[src/rtl/core/sbhi_pkg.sv]
// ----------------------------------------------------------------------------
// sbhi_pkg: shared definitions for the string hash bucket index unit
// Field widths, hash constants, register reset value and sequencer states.
// ----------------------------------------------------------------------------
package sbhi_pkg;

    // Field widths
    localparam int KEY_W   = 8;
    localparam int CODE_W  = 31;
    localparam int IDX_W   = 24;
    localparam int TS_W    = 25;
    localparam int SUM_W   = 32;
    localparam int SHIFT_W = 5;
    localparam int CNT_W   = 5;
    localparam int OUT_W   = 56;

    // Hash constants
    localparam logic [SHIFT_W-1:0] START_SHIFT = 5'd22;
    localparam logic [5:0]         SHIFT_STEP  = 6'd7;
    localparam logic [5:0]         SHIFT_WRAP  = 6'd24;
    localparam logic [5:0]         SHIFT_WRAP2 = 6'd48;
    localparam logic [4:0]         LOW5_MASK   = 5'h1F;

    // Register reset value
    localparam logic [TS_W-1:0] TS_RESET = 25'd4096;

    // Sequencer states, one-hot
    typedef enum logic [2:0] {
        ST_IDLE = 3'b001,
        ST_DIV  = 3'b010,
        ST_DONE = 3'b100
    } t_state;

endpackage

[src/rtl/core/string_hash_bucket_index_unit.sv]
// ----------------------------------------------------------------------------
// string_hash_bucket_index_unit: hash a key string and find its bucket
// Sums shifted key bytes into a 32-bit hash, folds it to a 31-bit code and
// reduces the code modulo (table_size - 1) with a bit-serial divider.
// ----------------------------------------------------------------------------
// Usage:
//   Key bytes arrive one per beat on the s_axis channel, tlast on the final
//   byte. Non-final bytes are taken one per cycle, back to back.
//   A final byte starts the remainder sequence: the single 33-bit adder that
//   sums the bytes is then reused as the trial subtractor of a restoring
//   divider, one code bit per cycle. The done state then moves the result
//   into the output register once that register is free.
//   s_axis_tready is low during that sequence and while a finished result waits.
//   The result beat on m_axis holds hash code and bucket index. While it
//   waits for m_axis_tready the next key's bytes are still taken; a further
//   result waits in the sequencer until the output register is free.
//   The user must write table_size via i_cfg_wr_en / i_cfg_wr_data only while
//   idle, not checked by the block; a size below two gives bucket index zero.
//   Synchronous active-low reset sets table_size to 4096, clears the hash
//   state and empties the output register.
// ----------------------------------------------------------------------------
module string_hash_bucket_index_unit (
    input  logic                      i_clk,
    input  logic                      i_rst_n,
    // configuration
    input  logic                      i_cfg_wr_en,
    input  logic [sbhi_pkg::TS_W-1:0] i_cfg_wr_data,  // table_size
    // key byte stream
    input  logic                      s_axis_tvalid,
    output logic                      s_axis_tready,
    input  logic [sbhi_pkg::KEY_W-1:0] s_axis_tdata,  // [7:0] key_byte
    input  logic                      s_axis_tlast,   // last_byte
    // result stream
    output logic                      m_axis_tvalid,
    input  logic                      m_axis_tready,
    output logic [sbhi_pkg::OUT_W-1:0] m_axis_tdata   // [30:0] hash_code,
                                                      // [54:31] bucket_index,
                                                      // [55] zero
);
    import sbhi_pkg::*;

    t_state               r_state, n_state;
    logic [TS_W-1:0]      r_ts;
    logic [SUM_W-1:0]     r_sum, n_sum;
    logic [SHIFT_W-1:0]   r_shift, n_shift;
    logic                 r_first, n_first;
    logic [CODE_W-1:0]    r_code, n_code;
    logic [CODE_W-1:0]    r_quo, n_quo;
    logic [TS_W-1:0]      r_rem, n_rem;
    logic [TS_W-1:0]      r_div, n_div;
    logic                 r_div_zero, n_div_zero;
    logic [CNT_W-1:0]     r_cnt, n_cnt;
    logic                 r_out_valid, n_out_valid;
    logic [CODE_W-1:0]    r_out_code, n_out_code;
    logic [IDX_W-1:0]     r_out_idx, n_out_idx;

    logic                 w_accept;
    logic                 w_out_free;
    logic [5:0]           w_sh_raw;
    logic [5:0]           w_sh_mod;
    logic [SHIFT_W-1:0]   w_shift;
    logic [SUM_W-1:0]     w_addend;
    logic [TS_W:0]        w_trial;
    logic [SUM_W-1:0]     w_op_a, w_op_b;
    logic                 w_cin;
    logic [SUM_W:0]       w_add;
    logic [CODE_W-1:0]    w_code;

    assign s_axis_tready = (r_state == ST_IDLE);
    assign w_accept      = s_axis_tvalid && s_axis_tready;
    assign w_out_free    = !r_out_valid || m_axis_tready;

    // Advance the shift amount, wrapping modulo 24 by compare and subtract
    always_comb begin
        w_sh_raw = {1'b0, r_shift} + SHIFT_STEP + {1'b0, s_axis_tdata[4:0] & LOW5_MASK};
        if (w_sh_raw >= SHIFT_WRAP2) begin
            w_sh_mod = w_sh_raw - SHIFT_WRAP2;
        end else if (w_sh_raw >= SHIFT_WRAP) begin
            w_sh_mod = w_sh_raw - SHIFT_WRAP;
        end else begin
            w_sh_mod = w_sh_raw;
        end
        w_shift  = r_first ? r_shift : w_sh_mod[SHIFT_W-1:0];
        w_addend = {{(SUM_W-KEY_W){1'b0}}, s_axis_tdata} << w_shift;
    end

    // Shared adder: byte accumulation when idle, trial subtract when dividing
    always_comb begin
        w_trial = {r_rem, r_quo[CODE_W-1]};
        if (r_state == ST_DIV) begin
            w_op_a = {{(SUM_W-TS_W-1){1'b0}}, w_trial};
            w_op_b = ~{{(SUM_W-TS_W){1'b0}}, r_div};
            w_cin  = 1'b1;
        end else begin
            w_op_a = r_sum;
            w_op_b = w_addend;
            w_cin  = 1'b0;
        end
        w_add = {1'b0, w_op_a} + {1'b0, w_op_b} + {{SUM_W{1'b0}}, w_cin};
    end

    // Fold the negative sum: -(x + 1) is the bitwise inverse of x
    assign w_code = w_add[SUM_W-1] ? ~w_add[CODE_W-1:0] : w_add[CODE_W-1:0];

    // Sequencer
    always_comb begin
        n_state     = r_state;
        n_sum       = r_sum;
        n_shift     = r_shift;
        n_first     = r_first;
        n_code      = r_code;
        n_quo       = r_quo;
        n_rem       = r_rem;
        n_div       = r_div;
        n_div_zero  = r_div_zero;
        n_cnt       = r_cnt;
        n_out_valid = r_out_valid;
        n_out_code  = r_out_code;
        n_out_idx   = r_out_idx;

        // drop the result beat once taken
        if (m_axis_tvalid && m_axis_tready) begin
            n_out_valid = 1'b0;
        end

        unique case (r_state)
            ST_IDLE: begin
                if (w_accept) begin
                    if (s_axis_tlast) begin
                        // close the key and start the remainder sequence
                        n_code     = w_code;
                        n_quo      = w_code;
                        n_rem      = '0;
                        n_div      = r_ts - TS_W'(1);
                        n_div_zero = (r_ts < TS_W'(2));
                        n_cnt      = '0;
                        n_sum      = '0;
                        n_shift    = START_SHIFT;
                        n_first    = 1'b1;
                        n_state    = ST_DIV;
                    end else begin
                        n_sum   = w_add[SUM_W-1:0];
                        n_shift = w_shift;
                        n_first = 1'b0;
                    end
                end
            end
            ST_DIV: begin
                // one restoring step per cycle
                n_quo = {r_quo[CODE_W-2:0], 1'b0};
                if (w_add[SUM_W]) begin
                    n_rem = w_add[TS_W-1:0];
                end else begin
                    n_rem = w_trial[TS_W-1:0];
                end
                n_cnt = r_cnt + CNT_W'(1);
                if (r_cnt == CNT_W'(CODE_W - 1)) begin
                    n_state = ST_DONE;
                end
            end
            ST_DONE: begin
                // hold until the output register is free
                if (w_out_free) begin
                    n_out_valid = 1'b1;
                    n_out_code  = r_code;
                    n_out_idx   = r_div_zero ? '0 : r_rem[IDX_W-1:0];
                    n_state     = ST_IDLE;
                end
            end
            default: begin
                n_state = ST_IDLE;
            end
        endcase
    end

    // Control registers
    always_ff @(posedge i_clk) begin
        if (!i_rst_n) begin
            r_state     <= ST_IDLE;
            r_ts        <= TS_RESET;
            r_sum       <= '0;
            r_shift     <= START_SHIFT;
            r_first     <= 1'b1;
            r_cnt       <= '0;
            r_out_valid <= 1'b0;
        end else begin
            r_state     <= n_state;
            if (i_cfg_wr_en) begin
                r_ts <= i_cfg_wr_data;
            end
            r_sum       <= n_sum;
            r_shift     <= n_shift;
            r_first     <= n_first;
            r_cnt       <= n_cnt;
            r_out_valid <= n_out_valid;
        end
    end

    // Datapath registers
    always_ff @(posedge i_clk) begin
        r_code     <= n_code;
        r_quo      <= n_quo;
        r_rem      <= n_rem;
        r_div      <= n_div;
        r_div_zero <= n_div_zero;
        r_out_code <= n_out_code;
        r_out_idx  <= n_out_idx;
    end

    assign m_axis_tvalid = r_out_valid;
    assign m_axis_tdata  = {1'b0, r_out_idx, r_out_code};

    // Checks
    a_cnt_range: assert property (@(posedge i_clk) disable iff (!i_rst_n)
        (r_state == ST_DIV) |-> (r_cnt <= CNT_W'(CODE_W - 1)))
        else $error("divider step count out of range");

    a_last_starts_div: assert property (@(posedge i_clk) disable iff (!i_rst_n)
        (w_accept && s_axis_tlast) |=> (r_state == ST_DIV && r_cnt == '0 && r_first))
        else $error("final byte did not start the remainder sequence");

    a_mid_clears_first: assert property (@(posedge i_clk) disable iff (!i_rst_n)
        (w_accept && !s_axis_tlast) |=> (!r_first && r_state == ST_IDLE))
        else $error("non-final byte did not continue the key");

    a_done_loads: assert property (@(posedge i_clk) disable iff (!i_rst_n)
        (r_state == ST_DONE && w_out_free) |=> (r_out_valid && r_state == ST_IDLE))
        else $error("finished result not moved to the output register");

endmodule
[config.mk]
export PLATFORM = sky130hd
export DESIGN_NAME = string_hash_bucket_index_unit
export DESIGN_NICKNAME = d
export VERILOG_FILES = /design/src/rtl/core/sbhi_pkg.sv /design/src/rtl/core/string_hash_bucket_index_unit.sv
export SDC_FILE = /design/constraint.sdc
export NUM_CORES = 1
export LEC_CHECK = 0
export BUFFER_PORTS_ARGS = -buffer_cell sky130_fd_sc_hd__buf_2
export CAP_MARGIN = 20
export CORE_MARGIN = 2
export CORE_UTILIZATION = 50
export DETAILED_ROUTE_END_ITERATION = 12
export PLACE_DENSITY = 0.68
export SYNTH_ARGS = -nofsm -noshare
export SYNTH_HDL_FRONTEND = slang
export SYNTH_SLANG_ARGS = --single-unit
[constraint.sdc]
create_clock -name i_clk -period 12.7 [get_ports i_clk]
set_input_delay 0 -clock i_clk [delete_from_list [all_inputs] [get_ports i_clk]]
set_output_delay 0 -clock i_clk [all_outputs]
set_load 0.03 [all_outputs]
==> impl_results.md <==
- Count of state elements after synthesis: between 200 and 250
- Port Buffers: 95
- Die ar.: 27,200 sq um
- Routed WL per cell: 18.2 um
- Pins Over Slew Limit: 0
- Hold Path End: r_ts[12]
- Die Span X: 165 um
- Status: finished, final reports clean
- Reg2reg setup slack: approximately 5.0 ns
- Core Region: about 25,000 sq um
- Setup violations, final: 0
- VDD IR max: 0.0859 mV
- Routed wire length: 30,300 um
- CP endpoint kind: flip-flop
- Placed insts: 1,589
- Dominant cell type by area after synthesis: edfxtp_1
- CP startpoint kind: flip-flop
- R2R depth: 26
- Die Y: roughly 160 um
- Worst R2R End: r_rem[1]
- Initial antenna violation count: 0
- RSZ-0062 raised after global routing: no
- Slowest stage delay, CP: 0.94 ns
- Number of enable flip-flop cells after synthesis: 168
- Fin nets: 1,404
- Leak pwr: 0.00596 uW
- Worst-Skew Late Latency: roughly 0.54 ns
- Post-DP HPWL: between 20,000 and 25,000 um
- Cell family contributing the most delay on the critical path: compound AO/OA/AOI/OAI gates
- MaxCap Viol Count: 0
- Mapped Cells: ~1.2k
- Syn. warnings: 0
- CTS Buffer Depth: 3
- DR vias/cell: 5.69
- DRC errors left: 0
- Critical path class: reg2reg
- I/O pins: 97
- Slew HR: between 20% and 30%
- Cell variety after synth: 70
- Post-route ant nets: 0
- Routability Congestion: 0.930
- N_diodes: 0
- Initial DRC count: a little under 800
- Hold Path Depth: 3
- HP Class: in2reg
- Clock Sinks: 240
- Slowest stage cell on the critical path: a2111o_1
- Worst EP arrival: 8.04 ns
- Core Rows: a little under 60
- Post-CTS sizing: 0
- Initial Util: between 50 and 60%
- CTS buffer count: 27
- Fin crit share: 60.6%
- Total gr overflow: 0
- Hold path startpoint: i_rst_n
- Layout cells sized above 1: roughly 16%
- Post-CTS Setup Bufs: 0
- Pwr per Cell Area: 138 nW/um^2
- Via count: 9,475
- First-pass GRT wire length: 48,500 um
- CTS clk-pin slew, worst paths: 0.06 ns
- Avg Cell Area, Syn: between 10 and 15 sq um
- TNS Setup: 0 ns
- Tightest Pin Transition: 1.08 ns
- P&R area growth vs syn: 14.3%
- Post-synth ARST share: 0%
- Endpoints failing hold: 0
- Tot GR Track Use: between 20% and 30%
- Primary FF master, synth: edfxtp_1
- Synth Cell Area: 13,000 sq um
- Worst reg2reg path startpoint: r_shift[2]
- CTS root buffer: clkbuf_16
- Total iterations of the first detailed-routing run: 5
- CTS H-tree lvls: 1
- Top cells by area, synth: edfxtp_1, dfxtp_1, ha_1, nor2b_1, nand2_1
- Mapped Nets: 1,302
- Fmax: about 0.13 GHz
- Finished Layout Cells: 1,666
- Buffers plus inverters on the worst setup path: 4
- Largest net degree at the start of global routing: 89
- CP Max Fanout: 25
- Most common cell in the netlist: edfxtp_1
- Synth top cells by count: edfxtp_1, nand2_1, nor2b_1
- Seq/Total Area, Yosys: 50.1%
- Vias in the first global route: 8,975
- Required time worst endpoint: 13.04 ns
- CTS tree: built
- Layout Skew: roughly 0.023 ns
- Yosys top cell area share: 38.9%
- Final Critical Period: between 7 and 8 ns
[cells by family after synthesis]
logic type	after synthesis	share of synthesized area [%]
xor gates and xnor gates	81	6.59
AOI/OAI and AO/OA	259	13.2
DFF	240	50.1
buffers and inverters	96	3.00
and+or+nand+nor	410	15.6
adders and majority gates	48	4.81
other	1	0.0289
muxes	80	6.69
[layer usage]
metal  share of wire, %  vias up  track usage, %
li1                   -     4596               -
met1                 45     4491            31.6
met2                 46      325            37.7
met3                6.4       63            3.16
met4                2.2        0            5.53
met5                  0        -               0
[worst max-delay path by stage]
| stage | start | end | slack, ns | cells past startpoint |
|---|---|---|---|---|
| after floorplan | r_shift[2] | r_quo[17] | 6.23 | 28 |
| after global placement | r_shift[2] | r_rem[0] | 5.49 | 26 |
| after detailed placement | r_shift[2] | r_rem[1] | 5.22 | 26 |
| after CTS | r_shift[2] | r_rem[1] | 5.13 | 26 |
| after global routing | r_shift[2] | r_rem[0] | 4.56 | 26 |
| final | r_shift[2] | r_rem[1] | 5.00 | 26 |
[placed cells by master (no fill, tap or decap), drive strengths merged, types with 13 or more instances in the layout]
| master | n |
|---|---|
| nor3 | 16 |
| and2 | 22 |
| a21oi | 77 |
| nor2b | 84 |
| buf | 110 |
| dlygate4sd3 | 29 |
| mux2 | 33 |
| nor2 | 59 |
| a22oi | 26 |
| ha | 45 |
| o21ai | 56 |
| xor2 | 51 |
| clkinv | 13 |
| inv | 32 |
| dfxtp | 72 |
| mux2i | 45 |
| a21o | 13 |
| edfxtp | 168 |
| xnor2 | 25 |
| nand2 | 139 |
| nand3 | 37 |
| clkbuf | 31 |
[power by group]
| part | internal [uW] | switching [uW] |
|---|---|---|
| registers | 897 | 21.8 |
| logic | 157 | 239 |
| clock network | 412 | 315 |
| total | 1470 | 575 |
[stage by stage]
| step | worst slack, ns | hold WS, ns | util (%) | instance area, sq um | total power, uW |
|---|---|---|---|---|---|
| 2_1_floorplan | 6.23 | 0.129 | - | 13000 | 1220 |
| 3_3_place_gp | 5.49 | 0.219 | 54.1 | 13700 | 1320 |
| 3_5_place_dp | 5.22 | 0.231 | 54.1 | 13700 | 1320 |
| 4_1_cts | 5.13 | 0.0452 | 58.5 | 14800 | 2060 |
| 5_1_grt | 4.56 | 0.0823 | 58.5 | 14800 | 2140 |
| 6_report | 5.00 | 0.0655 | 58.5 | 14800 | 2040 |
[registers in the layout, summed over array words and instances, names as in the netlist]
name           count
r_sum             32
r_code            31
r_out_code        31
r_quo             31
r_div             25
r_rem             25
r_ts              25
r_out_idx         24
r_cnt              5
r_shift            5
r_state            3
m_axis_tvalid      1
r_div_zero         1
r_first            1
[tightest hold or removal path, stage by stage]
cell     delay [ns]
buf_2          0.09
buf_4          0.31
nand2_1        0.12
[cell type report]
type                       instances  area, sq um
clock buffer                      31          691
sequential                       240         6490
fill                            2109        10500
clock inverter                    17          126
inverter                          30          114
tap                              330          413
timing repair buffer             139          878
multi-input combinational        879         6100
[timing repair]
item,4_1_cts,5_1_grt
endpoints found under the hold margin,30,0
hold buffers,29,0
setup endpoints to repair,0,0
Note: power is estimated with default switching activity, not from simulation.
